[src/rtl/truss_element_stiffness_3d_assert.svh]
// assertion macros for the truss element stiffness block
`ifndef TRUSS_ELEMENT_STIFFNESS_3D_ASSERT_SVH
`define TRUSS_ELEMENT_STIFFNESS_3D_ASSERT_SVH

// same-cycle implication, checked out of reset
`define TES_ASSERT_NOW(label, ante, cons, msg) \
  label: assert property (@(posedge clk) disable iff (!rst_n) (ante) |-> (cons)) \
    else $error(msg);

// next-cycle implication, checked out of reset
`define TES_ASSERT_NEXT(label, ante, cons, msg) \
  label: assert property (@(posedge clk) disable iff (!rst_n) (ante) |=> (cons)) \
    else $error(msg);

`endif

[src/rtl/tes_pkg.sv]
// shared types and constants of the truss element stiffness block
package tes_pkg;

  localparam int FRAC_BITS = 16;

  localparam int COORD_W = 32;
  localparam int DIFF_W  = COORD_W + 1;
  localparam int SUM_W   = 2 * DIFF_W;
  localparam int LEN_W   = SUM_W / 2;
  localparam int REM_W   = LEN_W + 3;
  localparam int PROD_W  = 64;
  localparam int VAL_W   = 48;
  localparam int IDX_W   = 3;
  localparam int AXES    = 3;

  localparam logic [IDX_W-1:0] AXES_PER_NODE = 3'd3;
  localparam logic [IDX_W-1:0] LAST_IDX      = 3'd5;

  localparam logic [VAL_W-1:0] VAL_POS_LIMIT = {1'b0, {(VAL_W-1){1'b1}}};
  localparam logic [VAL_W-1:0] VAL_NEG_LIMIT = {1'b1, {(VAL_W-1){1'b0}}};

  // one bar as it enters
  typedef struct packed {
    logic signed [COORD_W-1:0] node_a_x;
    logic signed [COORD_W-1:0] node_a_y;
    logic signed [COORD_W-1:0] node_a_z;
    logic signed [COORD_W-1:0] node_b_x;
    logic signed [COORD_W-1:0] node_b_y;
    logic signed [COORD_W-1:0] node_b_z;
    logic [COORD_W-1:0]        elastic_modulus;
    logic [COORD_W-1:0]        cross_area;
  } elem_t;

  // bar geometry after the length unit
  typedef struct packed {
    logic [LEN_W-1:0]                len;
    logic [AXES-1:0][DIFF_W-1:0]     mag;
    logic [AXES-1:0]                 neg;
    logic [COORD_W-1:0]              modulus;
    logic [COORD_W-1:0]              area;
  } root_res_t;

endpackage

[src/rtl/tes_div.sv]
// divider unit: axial stiffness two bits a cycle, direction cosines in three lanes
module tes_div #(
  parameter int FRAC_BITS = tes_pkg::FRAC_BITS
) (
  input  logic                                   clk,
  input  logic                                   rst_n,
  input  logic                                   src_valid,
  output logic                                   src_ready,
  input  tes_pkg::root_res_t                     src,
  output logic                                   coef_valid,
  input  logic                                   coef_ready,
  output logic [tes_pkg::PROD_W-1:0]             coef_k,
  output logic [tes_pkg::AXES-1:0][FRAC_BITS:0]  coef_cos,
  output logic [tes_pkg::AXES-1:0]               coef_neg,
  output logic                                   coef_zero
);

  localparam int CW = FRAC_BITS + 1;
  localparam int LW = tes_pkg::LEN_W;
  localparam int PW = tes_pkg::PROD_W;
  localparam logic [4:0] LAST_CNT = 5'd31;

  logic                             busy_r;
  logic                             done_r;
  logic [4:0]                       cnt_r;
  logic [LW-1:0]                    len_r;
  logic [PW-1:0]                    quot_r;
  logic [LW-1:0]                    krem_r;
  logic [tes_pkg::AXES-1:0][LW-1:0] crem_r;
  logic [tes_pkg::AXES-1:0][CW-1:0] cq_r;
  logic [tes_pkg::AXES-1:0]         neg_r;
  logic                             zero_r;

  logic                             accept;
  logic                             len_zero;
  logic [LW:0]                      r1, r2, s1, s2;
  logic                             g1, g2;
  logic [tes_pkg::AXES-1:0]         ge0;
  logic [tes_pkg::AXES-1:0][LW:0]   cr;
  logic [tes_pkg::AXES-1:0]         cg;

  assign accept    = src_valid && src_ready;
  assign src_ready = !busy_r && (!done_r || coef_ready);
  assign len_zero  = (src.len == '0);

  // two restoring steps of the stiffness quotient
  always_comb begin
    r1 = {krem_r, quot_r[PW-1]};
    g1 = r1 >= {1'b0, len_r};
    s1 = g1 ? (r1 - {1'b0, len_r}) : r1;
    r2 = {s1[LW-1:0], quot_r[PW-2]};
    g2 = r2 >= {1'b0, len_r};
    s2 = g2 ? (r2 - {1'b0, len_r}) : r2;
  end

  // cosine lanes: integer bit at load, one fraction bit per step
  always_comb begin
    for (int i = 0; i < tes_pkg::AXES; i++) begin
      ge0[i] = !len_zero && (src.mag[i] >= src.len);
      cr[i]  = {crem_r[i], 1'b0};
      cg[i]  = cr[i] >= {1'b0, len_r};
    end
  end

  // control
  always_ff @(posedge clk) begin
    if (!rst_n) begin
      busy_r <= 1'b0;
      done_r <= 1'b0;
      cnt_r  <= '0;
    end else begin
      if (done_r && coef_ready) begin
        done_r <= 1'b0;
      end
      if (accept) begin
        cnt_r <= '0;
        if (len_zero) begin
          done_r <= 1'b1;
        end else begin
          busy_r <= 1'b1;
        end
      end else if (busy_r) begin
        if (cnt_r == LAST_CNT) begin
          busy_r <= 1'b0;
          done_r <= 1'b1;
        end else begin
          cnt_r <= cnt_r + 1'b1;
        end
      end
    end
  end

  // datapath
  always_ff @(posedge clk) begin
    if (accept) begin
      len_r  <= src.len;
      neg_r  <= src.neg;
      zero_r <= len_zero;
      krem_r <= '0;
      quot_r <= len_zero ? '0 : (PW'(src.modulus) * PW'(src.area));
      for (int i = 0; i < tes_pkg::AXES; i++) begin
        cq_r[i]   <= CW'(ge0[i]);
        crem_r[i] <= ge0[i] ? (src.mag[i] - src.len) : src.mag[i];
      end
    end else if (busy_r) begin
      krem_r <= s2[LW-1:0];
      quot_r <= {quot_r[PW-3:0], g1, g2};
      if (cnt_r < 5'(FRAC_BITS)) begin
        for (int i = 0; i < tes_pkg::AXES; i++) begin
          cq_r[i]   <= {cq_r[i][CW-2:0], cg[i]};
          crem_r[i] <= cg[i] ? LW'(cr[i] - {1'b0, len_r}) : cr[i][LW-1:0];
        end
      end
    end
  end

  assign coef_valid = done_r;
  assign coef_k     = quot_r;
  assign coef_cos   = cq_r;
  assign coef_neg   = neg_r;
  assign coef_zero  = zero_r;

endmodule

[config.mk]
export PLATFORM = sky130hd
export DESIGN_NAME = tes_div
export DESIGN_NICKNAME = d
export VERILOG_FILES = /design/src/rtl/truss_element_stiffness_3d_assert.svh /design/src/rtl/tes_pkg.sv /design/src/rtl/tes_div.sv
export SDC_FILE = /design/constraint.sdc
export NUM_CORES = 2
export LEC_CHECK = 0
export ABC_CLOCK_PERIOD_IN_PS = 19300
export BUFFER_PORTS_ARGS = -buffer_cell sky130_fd_sc_hd__buf_2
export CAP_MARGIN = 25
export CORE_AREA = 2 2 425 322
export DETAILED_ROUTE_END_ITERATION = 8
export DIE_AREA = 0 0 427 324
export GPL_TIMING_DRIVEN = 0
export PLACE_DENSITY = 0.58
export REMOVE_ABC_BUFFERS = 1
export SETUP_SLACK_MARGIN = 0.5
export SYNTH_ARGS = -nofsm -noshare
export SYNTH_HDL_FRONTEND = slang
export SYNTH_SLANG_ARGS = --single-unit
[constraint.sdc]
create_clock -name clk -period 19.3 [get_ports clk]
set_input_delay 0.965 -clock clk [delete_from_list [all_inputs] [get_ports clk]]
set_output_delay 0.965 -clock clk [all_outputs]
set_load 0.02 [all_outputs]
# Word level (Yosys, flattened, before mapping)
# Cells that the tools add are included.
# totals
rom_bits,0
latchBits,0
ff_bits,291
word_cells,83
n_memories,0
ramBits,0
# classes
order_cmp,9
n_mul,1
mux,26
shifts,0
n_eq_ne,2
n_addsub,9
div,0
bitwise,2
reduce_logical,17
# ops
cell,count
$mux W99,3
$mux W33,8
$sub A33 B33 Y33,8
$mux W64,3
$ge A34 B33 Y1,5
$mux W35,3
$ge A33 B33 Y1,3
$mul A32 B32 Y64,1
$logic_not A33 Y1,1
$mux W1,9
$logic_and A1 B1 Y1,6
$reduce_and A2 Y1,3
$add A5 B1 Y5 const B,1
$eq A5 B5 Y1 const B,1
$lt A5 B5 Y1 const B,1
$reduce_bool A2 Y1,2
$logic_not A1 Y1,3
$ne A2 B2 Y1 const B,1
$not A1 Y1,2
$reduce_or A2 Y1,1
$logic_or A1 B1 Y1,1

# Longest topological paths before layout
# depth
ltp_word,6
mapped_depth,28

# Worst setup path after synthesis
# No wires, ideal clock.
# synth_timing
kind,input to register
start,in src[2] (netlist name)
end,"reg quot_r[63] (netlist: coef_k[63]), data pin"
slack_ns,11.439
stages,25
arrival_time_ns,7.593
path_buffers,1
cell_sequence,clkbuf_1 and2_1 fa_1 inv_1 fa_1 fa_1 fa_1 inv_1 fa_1 inv_1 fa_1 inv_1 fa_1 fa_1 ha_1 a21oi_1 o211ai_1 a41oi_1 or4_1 nor3_1 nor2_1 a21oi_1 o221ai_1 xnor2_1 o31ai_1
# synth_via
elab_chain_cells,3
# synth_lines
element,line_no,rtl
start: declaration,tes_div.sv:9,"input tes_pkg::root_res_t src,"
$mul A32 B32 Y64,tes_div.sv:100,quot_r <= len_zero ? '0 : (PW'(src.modulus) * PW'(src.area));
$mux W64,tes_div.sv:100,
$mux W64,tes_div.sv:95,if (accept) begin
end signal: assignment,tes_div.sv:100,
end signal: assignment,tes_div.sv:107,"quot_r <= {quot_r[PW-3:0], g1, g2};"
end: declaration,tes_div.sv:27,logic [PW-1:0] quot_r;
# Every way passes these cells.
# A chain may end at the register's enable or synchronous reset.

# Final worst setup path
# layout_timing
start,in src[47] (netlist name)
end,"reg quot_r[63] (netlist: coef_k[63]), data pin"
# Same word-level chain as after synthesis.

==> results.json <==
{
  "run_status": "complete, no violations",
  "grt_overflow": 0,
  "start_util_pct": 44.66,
  "min_path_type": "register to register",
  "slowest_delay_ps": 830,
  "worstSkewPairLatency_ps": 650,
  "avgSynthCellArea_um2": 8.674,
  "ctsHoldBuffers": 0,
  "grt_pass1_wl_mm": 321.7,
  "synth.distinct_cells": 96,
  "first_iter_violations": 4738,
  "yosys_warnings": 0,
  "cts_root_buffer": "clkbuf_16",
  "postRouteWirelength_mm": 213.9,
  "synth_area_um2": 60020,
  "synth_top_family_by_area": "adder cells",
  "hold_violations": 0,
  "ant_nets": 0,
  "place_congestion": 0.9479,
  "finalSetupViolCount": 0,
  "period_needed_ps": 9994,
  "yosys-top-cells-area": "fa_1, ha_1, edfxtp_1",
  "postCtsSetupBuffers": 0,
  "path_clk_slew_ps": 60,
  "max_freq_mhz": 100.1,
  "h-tree-depth": 2,
  "cp-start-kind": "primary input",
  "relSlewSlack_pct": 21.18,
  "cts_tree": "yes",
  "synth_edf_count": 203,
  "synth_compound_area_share_pct": 14.16,
  "worst_slew_pin_slew_ps": 1182,
  "io_buffers": 323,
  "maxCapViolCount": 0,
  "crit_arrival_ps": 10340,
  "cp.required_ps": 19640,
  "grtUsageTotal_pct": 31.06,
  "ys_top_cells_by_count": "inv_1, fa_1, nand2_1, and2_1, ha_1",
  "grt_pass1_vias": 50340,
  "synthAdderAreaFrac_pct": 41.18,
  "drc": 0,
  "synthCells": 6919,
  "fin_crit_sh_pct": 51.78,
  "synthFlopType": "edfxtp_1",
  "synth_mux_area_share_pct": 1.359,
  "firstDrtPassIters": 6,
  "synth_top_area_cell": "fa_1",
  "holdWs_ps": 450.6,
  "yosysMostFrequentCell": "inv_1",
  "timing.final.max_slew_violations": 0,
  "crit_type": "primary input to register",
  "synthArstFlopShare_pct": 0,
  "numCtsBuffers": 42,
  "synth_xor_area_share_pct": 3.926,
  "syn_to_final_growth_pct": 8.254,
  "end_kind": "register",
  "cts.path.max_buffers": 3,
  "dieArea_um2": 138300,
  "grt_max_degree": 126,
  "finalClockSkew_ps": 22.22,
  "rows": 117,
  "worstPathMaxFanout": 32,
  "ys_seq_area_share_pct": 13.09,
  "num_vias": 50830,
  "worstPathCellList": "buf_2 > and2_1 > fa_1 > fa_1 > inv_1 > fa_1 > fa_1 > fa_1 > inv_1 > fa_1 > fa_1 > fa_1 > ha_1 > nand2_1 > o21ai_0 > a41oi_1 > or4_1 > nor3_1 > nor2_1 > a21oi_1 > o221ai_1 > xnor2_1 > o31ai_1",
  "hpwlAfterDp_mm": 158.9,
  "cts_resized": 0,
  "fin_nets": 8618,
  "antenna_found_initial": 28,
  "nFillCells": 13050,
  "core_area_um2": 134400,
  "wl_per_cell_um": 24.27,
  "ios": 324,
  "cpMostUsedCell": "fa_1",
  "die_height_um": 324,
  "rsz0062_at_grt": "no",
  "yosys.area_share.simple_pct": 17.79,
  "ys_ff_latch": 291,
  "synthDominantCellAreaShare_pct": 30.15,
  "drive_gt1_share_pct": 7.155,
  "cp_slowest_cell": "buf_2",
  "clock-sinks": 291,
  "dieWidth_um": 427,
  "via_per_inst": 5.766
}
==> final timing paths <==
kind	cells past startpoint	start	to	slack, ps
min	2	coef_cos[33]$_SDFFE_PP0P_	coef_cos[33]$_SDFFE_PP0P_	450
max reg2reg	22	len_r[1]$_DFFE_PP_	krem_r[11]$_SDFFE_PP0P_	11110
max	23	src[47]	coef_k[63]$_DFFE_PP_	9310
min reg2reg	2	coef_cos[33]$_SDFFE_PP0P_	coef_cos[33]$_SDFFE_PP0P_	450
==> critical path, delay by kind of cell <==
kind,cells,cell delay [ps]
compound gates,5,1670
xor+xnor,1,200
fa+ha+maj,9,4500
buf+inv,3,950
simple gates,5,2010
==> flip-flops by register name, indices dropped and copies added (netlist names) <==
signal and cells:
cr 99, coef_valid 1, coef_zero 1, cnt_r 5, krem_r 33, len_r 33, coef_neg 3, coef_k 64
coef_cos 51, busy_r 1
==> per-layer routing <==
metal | GRT usage (%) | part of all wire [%]
met5 | 0.2083 | 0.059
met1 | 45.26 | 46
met4 | 10.06 | 3.3
met3 | 7.182 | 9.2
met2 | 45.23 | 42
==> cells in the final DEF, fill, tap and decap left out, drive strengths merged, types with 99 or more instances in the layout <==
master / count
xor2: 99
nand2: 884
edfxtp: 203
ha: 529
buf: 358
o21ai: 278
a21oi: 411
a21o: 136
inv: 1006
xnor2: 170
and2: 608
fa: 904
nor2: 266
==> per-stage QoR <==
| stage | TNS (ps) | utilization (%) | setup WS (ps) | cell area, um^2 | instances |
|---|---|---|---|---|---|
| 2_1_floorplan | 0 | - | 7660 | 58680 | 6580 |
| 3_3_place_gp | -547040 | 46.53 | -5506 | 62530 | 8688 |
| 3_5_place_dp | 0 | 47.07 | 9009 | 63250 | 8715 |
| 4_1_cts | 0 | 48.18 | 9643 | 64750 | 8793 |
| 5_1_grt | 0 | 48.34 | 9114 | 64960 | 8810 |
| 6_report | 0 | 48.34 | 9306 | 64970 | 8815 |
==> kinds of logic after synthesis <==
logic type | Yosys count
mux | 79
xor+xnor | 269
flops | 291
simple gates | 2177
fa+ha+maj | 1433
buf+inv | 1341
compound gates | 1329
==> final cells by class <==
class                   count  area, um^2  area share (%)
repair buffers            358        2417           3.721
multi-input cells        5287       47160           72.59
flip-flops and latches    291        7858           12.09
clock inverters            25       289.0          0.4449
inverters                1002        3771           5.805
diodes                     14       35.03         0.05392
clock buffers              53        1207           1.858
well taps                1785        2233           3.438
Power is not shown: default switching activity piles up to over one toggle a cycle in this logic, so the estimate is an artifact.
