--- src/rtl/truss_element_stiffness_3d_assert.svh ---
// assertion macros for the truss element stiffness block
`ifndef TRUSS_ELEMENT_STIFFNESS_3D_ASSERT_SVH
`define TRUSS_ELEMENT_STIFFNESS_3D_ASSERT_SVH

// same-cycle implication, checked out of reset
`define TES_ASSERT_NOW(label, ante, cons, msg) \
  label: assert property (@(posedge clk) disable iff (!rst_n) (ante) |-> (cons)) \
    else $error(msg);

// next-cycle implication, checked out of reset
`define TES_ASSERT_NEXT(label, ante, cons, msg) \
  label: assert property (@(posedge clk) disable iff (!rst_n) (ante) |=> (cons)) \
    else $error(msg);

`endif

--- src/rtl/tes_pkg.sv ---
// shared types and constants of the truss element stiffness block
package tes_pkg;

  localparam int FRAC_BITS = 16;

  localparam int COORD_W = 32;
  localparam int DIFF_W  = COORD_W + 1;
  localparam int SUM_W   = 2 * DIFF_W;
  localparam int LEN_W   = SUM_W / 2;
  localparam int REM_W   = LEN_W + 3;
  localparam int PROD_W  = 64;
  localparam int VAL_W   = 48;
  localparam int IDX_W   = 3;
  localparam int AXES    = 3;

  localparam logic [IDX_W-1:0] AXES_PER_NODE = 3'd3;
  localparam logic [IDX_W-1:0] LAST_IDX      = 3'd5;

  localparam logic [VAL_W-1:0] VAL_POS_LIMIT = {1'b0, {(VAL_W-1){1'b1}}};
  localparam logic [VAL_W-1:0] VAL_NEG_LIMIT = {1'b1, {(VAL_W-1){1'b0}}};

  // one bar as it enters
  typedef struct packed {
    logic signed [COORD_W-1:0] node_a_x;
    logic signed [COORD_W-1:0] node_a_y;
    logic signed [COORD_W-1:0] node_a_z;
    logic signed [COORD_W-1:0] node_b_x;
    logic signed [COORD_W-1:0] node_b_y;
    logic signed [COORD_W-1:0] node_b_z;
    logic [COORD_W-1:0]        elastic_modulus;
    logic [COORD_W-1:0]        cross_area;
  } elem_t;

  // bar geometry after the length unit
  typedef struct packed {
    logic [LEN_W-1:0]                len;
    logic [AXES-1:0][DIFF_W-1:0]     mag;
    logic [AXES-1:0]                 neg;
    logic [COORD_W-1:0]              modulus;
    logic [COORD_W-1:0]              area;
  } root_res_t;

endpackage

--- src/rtl/tes_root.sv ---
// bar length unit: squared differences then a bit-pair square root
module tes_root (
  input  logic                clk,
  input  logic                rst_n,
  input  logic                in_valid,
  output logic                in_ready,
  input  tes_pkg::elem_t      in_elem,
  output logic                res_valid,
  input  logic                res_ready,
  output tes_pkg::root_res_t  res
);

  localparam int DW = tes_pkg::DIFF_W;
  localparam int SW = tes_pkg::SUM_W;
  localparam int LW = tes_pkg::LEN_W;
  localparam int RW = tes_pkg::REM_W;
  localparam logic [5:0] SQ_STEPS = 6'd3;
  localparam logic [5:0] LAST_CNT = 6'd35;

  logic                             busy_r;
  logic                             res_valid_r;
  logic [5:0]                       cnt_r;
  logic [tes_pkg::AXES-1:0][DW-1:0] mag_r;
  logic [tes_pkg::AXES-1:0]         neg_r;
  logic [31:0]                      mod_r;
  logic [31:0]                      area_r;
  logic [SW-1:0]                    sum_r;
  logic [RW-1:0]                    rem_r;
  logic [LW-1:0]                    root_r;

  logic                             accept;
  logic [tes_pkg::AXES-1:0][DW-1:0] diff;
  logic [tes_pkg::AXES-1:0][DW-1:0] mag_in;
  logic [tes_pkg::AXES-1:0]         neg_in;
  logic [DW-1:0]                    sq_sel;
  logic [SW-1:0]                    sq;
  logic [RW-1:0]                    rem_sh;
  logic [RW-1:0]                    trial;
  logic                             fits;

  assign accept   = in_valid && in_ready;
  assign in_ready = !busy_r && (!res_valid_r || res_ready);

  // coordinate differences and their magnitudes
  always_comb begin
    diff[0] = {in_elem.node_b_x[31], in_elem.node_b_x} - {in_elem.node_a_x[31], in_elem.node_a_x};
    diff[1] = {in_elem.node_b_y[31], in_elem.node_b_y} - {in_elem.node_a_y[31], in_elem.node_a_y};
    diff[2] = {in_elem.node_b_z[31], in_elem.node_b_z} - {in_elem.node_a_z[31], in_elem.node_a_z};
    for (int i = 0; i < tes_pkg::AXES; i++) begin
      neg_in[i] = diff[i][DW-1];
      mag_in[i] = neg_in[i] ? (~diff[i] + 1'b1) : diff[i];
    end
  end

  // one square per cycle
  always_comb begin
    case (cnt_r[1:0])
      2'd0:    sq_sel = mag_r[0];
      2'd1:    sq_sel = mag_r[1];
      2'd2:    sq_sel = mag_r[2];
      default: sq_sel = '0;
    endcase
    sq = SW'(sq_sel) * SW'(sq_sel);
  end

  // one root digit per cycle
  always_comb begin
    rem_sh = {rem_r[RW-3:0], sum_r[SW-1 -: 2]};
    trial  = {1'b0, root_r, 2'b01};
    fits   = rem_sh >= trial;
  end

  // control
  always_ff @(posedge clk) begin
    if (!rst_n) begin
      busy_r      <= 1'b0;
      res_valid_r <= 1'b0;
      cnt_r       <= '0;
    end else begin
      if (res_valid_r && res_ready) begin
        res_valid_r <= 1'b0;
      end
      if (accept) begin
        busy_r <= 1'b1;
        cnt_r  <= '0;
      end else if (busy_r) begin
        if (cnt_r == LAST_CNT) begin
          busy_r      <= 1'b0;
          res_valid_r <= 1'b1;
        end else begin
          cnt_r <= cnt_r + 1'b1;
        end
      end
    end
  end

  // datapath
  always_ff @(posedge clk) begin
    if (accept) begin
      mag_r  <= mag_in;
      neg_r  <= neg_in;
      mod_r  <= in_elem.elastic_modulus;
      area_r <= in_elem.cross_area;
      sum_r  <= '0;
      rem_r  <= '0;
      root_r <= '0;
    end else if (busy_r) begin
      if (cnt_r < SQ_STEPS) begin
        sum_r <= sum_r + sq;
      end else begin
        sum_r  <= {sum_r[SW-3:0], 2'b00};
        rem_r  <= fits ? (rem_sh - trial) : rem_sh;
        root_r <= {root_r[LW-2:0], fits};
      end
    end
  end

  assign res_valid   = res_valid_r;
  assign res.len     = root_r;
  assign res.mag     = mag_r;
  assign res.neg     = neg_r;
  assign res.modulus = mod_r;
  assign res.area    = area_r;

endmodule

--- config.mk ---
export PLATFORM = sky130hd
export DESIGN_NAME = tes_root
export DESIGN_NICKNAME = d
export VERILOG_FILES = /design/src/rtl/truss_element_stiffness_3d_assert.svh /design/src/rtl/tes_pkg.sv /design/src/rtl/tes_root.sv
export SDC_FILE = /design/constraint.sdc
export NUM_CORES = 2
export LEC_CHECK = 0
export BUFFER_PORTS_ARGS = -buffer_cell sky130_fd_sc_hd__buf_2
export CORE_MARGIN = 2
export CORE_UTILIZATION = 55
export CTS_CLUSTER_SIZE = 24
export DETAILED_ROUTE_END_ITERATION = 10
export PLACE_DENSITY = 0.77
export SETUP_SLACK_MARGIN = 0.4
export SKIP_CTS_REPAIR_TIMING = 1
export SYNTH_ARGS = -nofsm -noshare
export SYNTH_HDL_FRONTEND = slang
export SYNTH_SLANG_ARGS = --single-unit
--- constraint.sdc ---
create_clock -name clk -period 9.8 [get_ports clk]
set_input_delay 1.96 -clock clk [delete_from_list [all_inputs] [get_ports clk]]
set_output_delay 1.96 -clock clk [all_outputs]
set_load 0.005 [all_outputs]
# ---- Word-level counts from Yosys, hierarchy flattened
# Index checks and enable logic that the tools add are counted.
dict set report totals {
  regBits 307
  input_bits 260
  word_cells 59
  output_inout_bits 201
}
dict set report op_classes {
  n_lt_le_gt_ge 2
  n_reduce_logical 10
  mul 1
  n_eq_ne 3
  bitwise_logic 6
  add_sub_neg 9
  n_mux 13
}
# operator n
set ops {}
lappend ops {{$add A33 B1 Y33 const B} 3}
lappend ops {{$not A33 Y33} 3}
lappend ops {{$pmux W33 S3} 1}
lappend ops {{$sub A32 B32 Y33} 3}
lappend ops {{$mux W32} 3}
lappend ops {{$add A66 B66 Y66} 1}
lappend ops {{$mul A33 B33 Y66} 1}
lappend ops {{$mux W66} 1}
lappend ops {{$ge A36 B35 Y1} 1}
lappend ops {{$mux W34} 1}
lappend ops {{$sub A34 B34 Y34} 1}
lappend ops {{$mux W1} 7}
lappend ops {{$add A6 B1 Y6 const B} 1}
lappend ops {{$eq A6 B6 Y1 const B} 1}
lappend ops {{$lt A6 B2 Y1 const B} 1}
lappend ops {{$reduce_and A2 Y1} 2}
lappend ops {{$logic_and A1 B1 Y1} 3}
lappend ops {{$not A1 Y1} 3}
lappend ops {{$eq A2 B1 Y1 const B} 1}
lappend ops {{$eq A2 B2 Y1 const B} 1}
lappend ops {{$logic_not A1 Y1} 2}
lappend ops {{$logic_not A2 Y1} 1}
lappend ops {{$reduce_or A2 Y1} 1}
lappend ops {{$logic_or A1 B1 Y1} 1}

# ---- Depth between registers and ports, before layout
dict set report depth {
  ltp_word 5
  depth_mapped 40
  depth_no_buf 36
}

# ---- Worst setup path before layout
# No wires, ideal clock.
dict set report synth_path {
  kind {reg-to-reg}
  start {register cnt_r[0]}
  end {register sum_r[61]}
  path_buffers 4
  synth_period_minus_slack_ns 9.184
  required_ns 9.671
  setup_time_ns 0.129
  stages_incl_launch_ff 38
  slack_ns 0.616
  arrival_ns 9.056
  path_cell_list {dfxtp_1 > inv_1 > ha_1 > clkbuf_1 > clkbuf_1 > a222oi_1 > clkbuf_1 > or2_2 > inv_1 > buf_1 > nand2_1 > fa_1 > inv_1 > fa_1 > fa_1 > inv_1 > fa_1 > inv_1 > [... 2 more ...] > fa_1 > inv_1 > fa_1 > inv_1 > fa_1 > inv_1 > ha_1 > nand2_1 > o21ai_0 > a31o_2 > a21o_1 > a221o_1 > a221oi_1 > o31a_1 > o2111ai_1 > a41oi_1 > xor2_1 > o21ai_0}
}
dict set report synth_between {
  elab_chain_cells 5
  elab_cells_between_ends 8
  classes_between {add/sub (1); mul (1); order compare (1); eq/ne (2); mux (2); reduce/logical (1)}
}
# element line_no
set synth_rtl {}
lappend synth_rtl {{start: declaration} tes_root.sv:22} ;# logic [5:0] cnt_r;
lappend synth_rtl {{start signal: assignment} tes_root.sv:91} ;# cnt_r <= cnt_r + 1'b1;
lappend synth_rtl {{$eq A2 B2 Y1 (tied with other cells)} tes_root.sv:57} ;# case (cnt_r[1:0])
lappend synth_rtl {{$pmux W33 S3} tes_root.sv:57}
lappend synth_rtl {{$mul A33 B33 Y66} tes_root.sv:63} ;# sq = SW'(sq_sel) * SW'(sq_sel);
lappend synth_rtl {{$add A66 B66 Y66} tes_root.sv:109} ;# sum_r <= sum_r + sq;
lappend synth_rtl {{$mux W66 (*)} tes_root.sv:108} ;# if (cnt_r < SQ_STEPS) begin
lappend synth_rtl {{end signal: assignment} tes_root.sv:109}
lappend synth_rtl {{end signal: assignment} tes_root.sv:111} ;# sum_r <= {sum_r[SW-3:0], 2'b00};
lappend synth_rtl {{end: declaration} tes_root.sv:27} ;# logic [SW-1:0] sum_r;
# Every way passes the cells marked *; elsewhere a longest branch is shown, timed or not.
# A chain may end at the register's enable or synchronous reset.

# ---- Worst setup path after layout
dict set report layout_path {
  start {register cnt_r[1]}
  end {register sum_r[51]}
}
# The elaborated chain is that of the path after synthesis.

==> flow_summary.ini <==
[final_layout]
fin_area_um2 = 59600
seqCellArea_um2 = 7810
drive_gt1_share_pct = 12.1
multi_input_area_um2 = 39400
utilization_pct = 61.7
layout.nets = 8203
fillers = 8339
synthToLayoutAreaGrowth_pct = 11.2

[clock_tree]
clkSlewWorstSetupHoldPaths_ps = 60
h-tree-depth = 2
clock_latency_ps = 610
cts.path.max_buffers = 3
numCtsBuffers = 40
clock_sinks = 307
root_buffer = clkbuf_16
cts_tree = yes

[sta]
worst_hold_slack_ps = 479
worstMarginPinSlew_ps = 1080
setup_tns_ps = 0
fin_crit_sh_pct = 94.1
relSlewSlack_pct = 27.9
clock_skew_ps = 36.1
slew_violations = 0
max_freq_mhz = 108
setup_viol = 0
hold_viol_final = 0
min_period_ps = 9220
rsz0062_at_grt = yes

[placed_design]
io_buffers = 460
dp_hpwl_mm = 149
placed_area_um2 = 57700
gp_congestion = 1.02

[status]
status = completed

[logic_synthesis]
ys_warn_count = 0
synth_edf_count = 166
synthArstFlopShare_pct = 0
synth_area_per_cell_um2 = 8.67
syn_inst = 6178
synthDistinctLibCells = 101
ys.flop_type = edfxtp_1
synth_nets = 7758
ys_ff_latch = 307
seq_area_frac_synth_pct = 14.6
netlist_area_um2 = 53500

[setup_path]
cp-start-kind = flop
crit_slowest_cell = and2_1
path_max_fanout = 15
crit_top_cell = fa_1
crit_type = flop to flop
crit_arrival_ps = 9660
worstSetupEndpointType = flop
worstPathRequired_ps = 10240
critPathMaxStageDelay_ps = 560

[die]
ios = 461
core_um2 = 96600
die_height_um = 316
rows = 114
dieArea_um2 = 99900
start_util_pct = 55.4
die_x_um = 316

[routing]
wire_per_inst_um = 22.6
drtIter0Drc = 4458
drtPass1Iterations = 9
drtAntennaViolNets = 0
viasPerCell = 5.71
drc_errors = 0
vias = 45300
totalWireLength_mm = 180

[flow_run]
drv_cap = 0

[global_routing]
grt_overflow_total = 0
track_usage_pct = 36.1
grt_max_degree = 107
grt_pass1_vias = 45700
antenna_found_initial = 7
grt_first_pass_wirelength_mm = 271

[min_path]
hold_class = flop to flop
[per-stage QoR]
| stage | std cells | setup WS, ps |
|---|---|---|
| after floorplan | 6178 | 616 |
| after global placement | 7830 | 279 |
| after detailed placement | 7830 | 5.37 |
| after CTS | 7902 | -18.9 |
| after global routing | 7932 | 294 |
| final | 7934 | 581 |
[placed cells by master (no fill, tap or decap), drive strengths merged, types with 8 or more instances in the layout]
cell and instances:
and3 30, ha 394, nand4 44, o211ai 16, nand2 636, clkinvlp 8, nor3b 12, and2 48
nor2b 28, a211oi 40, a21boi 10, o31ai 26, buf 625, a21o 89, a21oi 319, fa 926
o21bai 36, nand3 66, edfxtp 166, a2111oi 9, o21a 31, a22oi 42, o21ai 218, o41ai 11
xnor2 176, a311oi 22, or3 31, nand2b 38, nor3 61, clkbuf 47, nor2 478, a31o 9
clkinv 17, a31oi 39, mux2i 22, inv 1506, dfxtp 141, nor4 14, or2 12, xor2 90
[cell usage after synthesis (8+ instances only)]
| cell type | count | area share, % |
|---|---|---|
| xor2_1 | 88 | 1.4 |
| a311oi_1 | 22 | 0.36 |
| a22oi_1 | 42 | 0.59 |
| fa_1 | 926 | 35 |
| a21o_1 | 89 | 1.2 |
| nor3_1 | 60 | 0.56 |
| nor2_1 | 478 | 3.4 |
| clkbuf_1 | 201 | 1.4 |
| and3_1 | 30 | 0.35 |
| and2_1 | 47 | 0.55 |
| dfxtp_1 | 141 | 5.3 |
| a21boi_0 | 8 | 0.11 |
| o21a_1 | 31 | 0.43 |
| nand2b_1 | 38 | 0.44 |
| clkinv_1 | 8 | 0.056 |
| or3_1 | 31 | 0.36 |
| nor4_1 | 11 | 0.13 |
| ha_1 | 394 | 9.2 |
| xnor2_1 | 176 | 2.9 |
| inv_1 | 1503 | 11 |
| buf_1 | 11 | 0.077 |
| a21oi_1 | 318 | 3.0 |
| a211oi_1 | 39 | 0.55 |
| nand4_1 | 44 | 0.51 |
| o21bai_1 | 36 | 0.50 |
| nor3b_1 | 12 | 0.17 |
| o211ai_1 | 16 | 0.22 |
| a31oi_1 | 39 | 0.46 |
| nand2_1 | 635 | 4.5 |
| edfxtp_1 | 166 | 9.3 |
| o41ai_1 | 9 | 0.15 |
| nand3_1 | 66 | 0.62 |
| o31ai_1 | 23 | 0.32 |
| o21ai_0 | 211 | 2.0 |
| nor2b_1 | 28 | 0.33 |
| mux2i_1 | 22 | 0.41 |
| or2_2 | 12 | 0.14 |
| a31o_2 | 9 | 0.15 |
[critical path, delay by kind of cell, from the launching register on]
kind,cells,cell delay (ps)
fa+ha+maj,10,4640
compound gates,9,2090
buf+inv,9,850
simple gates,3,840
flops,1,390
xor+xnor,1,230
[area by class of cell]
type / count / area share (%)
multi-input cells: 4138 / 66.2
flip-flops and latches: 307 / 13.1
inverters: 1511 / 9.57
repair buffers: 625 / 6.06
well taps: 1276 / 2.68
clock buffers: 47 / 1.83
clock inverters: 25 / 0.534
diodes: 5 / 0.0210
[final timing paths]
path,endpoint,from,slack (ps),cells past startpoint
setup / recovery,sum_r[51]$_SDFFE_PP0P_,cnt_r[1]$_SDFFE_PP0P_,580,32
hold / removal,rem_r[1]$_SDFFE_PP0P_,rem_r[1]$_SDFFE_PP0P_,480,2
setup reg to reg,sum_r[51]$_SDFFE_PP0P_,cnt_r[1]$_SDFFE_PP0P_,580,32
hold reg to reg,rem_r[1]$_SDFFE_PP0P_,rem_r[1]$_SDFFE_PP0P_,480,2
[logic make-up after synthesis]
kind of cell,synth area share [%]
buffers and inverters,12.2
and+or+nand+nor,12.7
AOI/OAI and AO/OA,11.8
adders and majority gates,43.8
DFF,14.6
muxes,0.453
xor gates and xnor gates,4.42
[sequential cells by signal (all words and copies together), names as in the netlist]
signal / flops
root_r: 33
busy_r: 1
res: 99
neg_r: 3
area_r: 32
cnt_r: 6
res_valid: 1
mod_r: 32
sum_r: 66
rem_r: 34
[per-layer routing]
metal  vias to the layer above  track usage [%]  share of wire [%]
met5                         -                0              0.024
met1                     22200             48.8                 39
met2                      2459             53.3                 43
met4                         6             17.2                5.5
met3                       490             11.0                 12
li1                      20200                -                  -
Power is not shown: default switching activity piles up to over one toggle a cycle in this logic, so the estimate is an artifact.
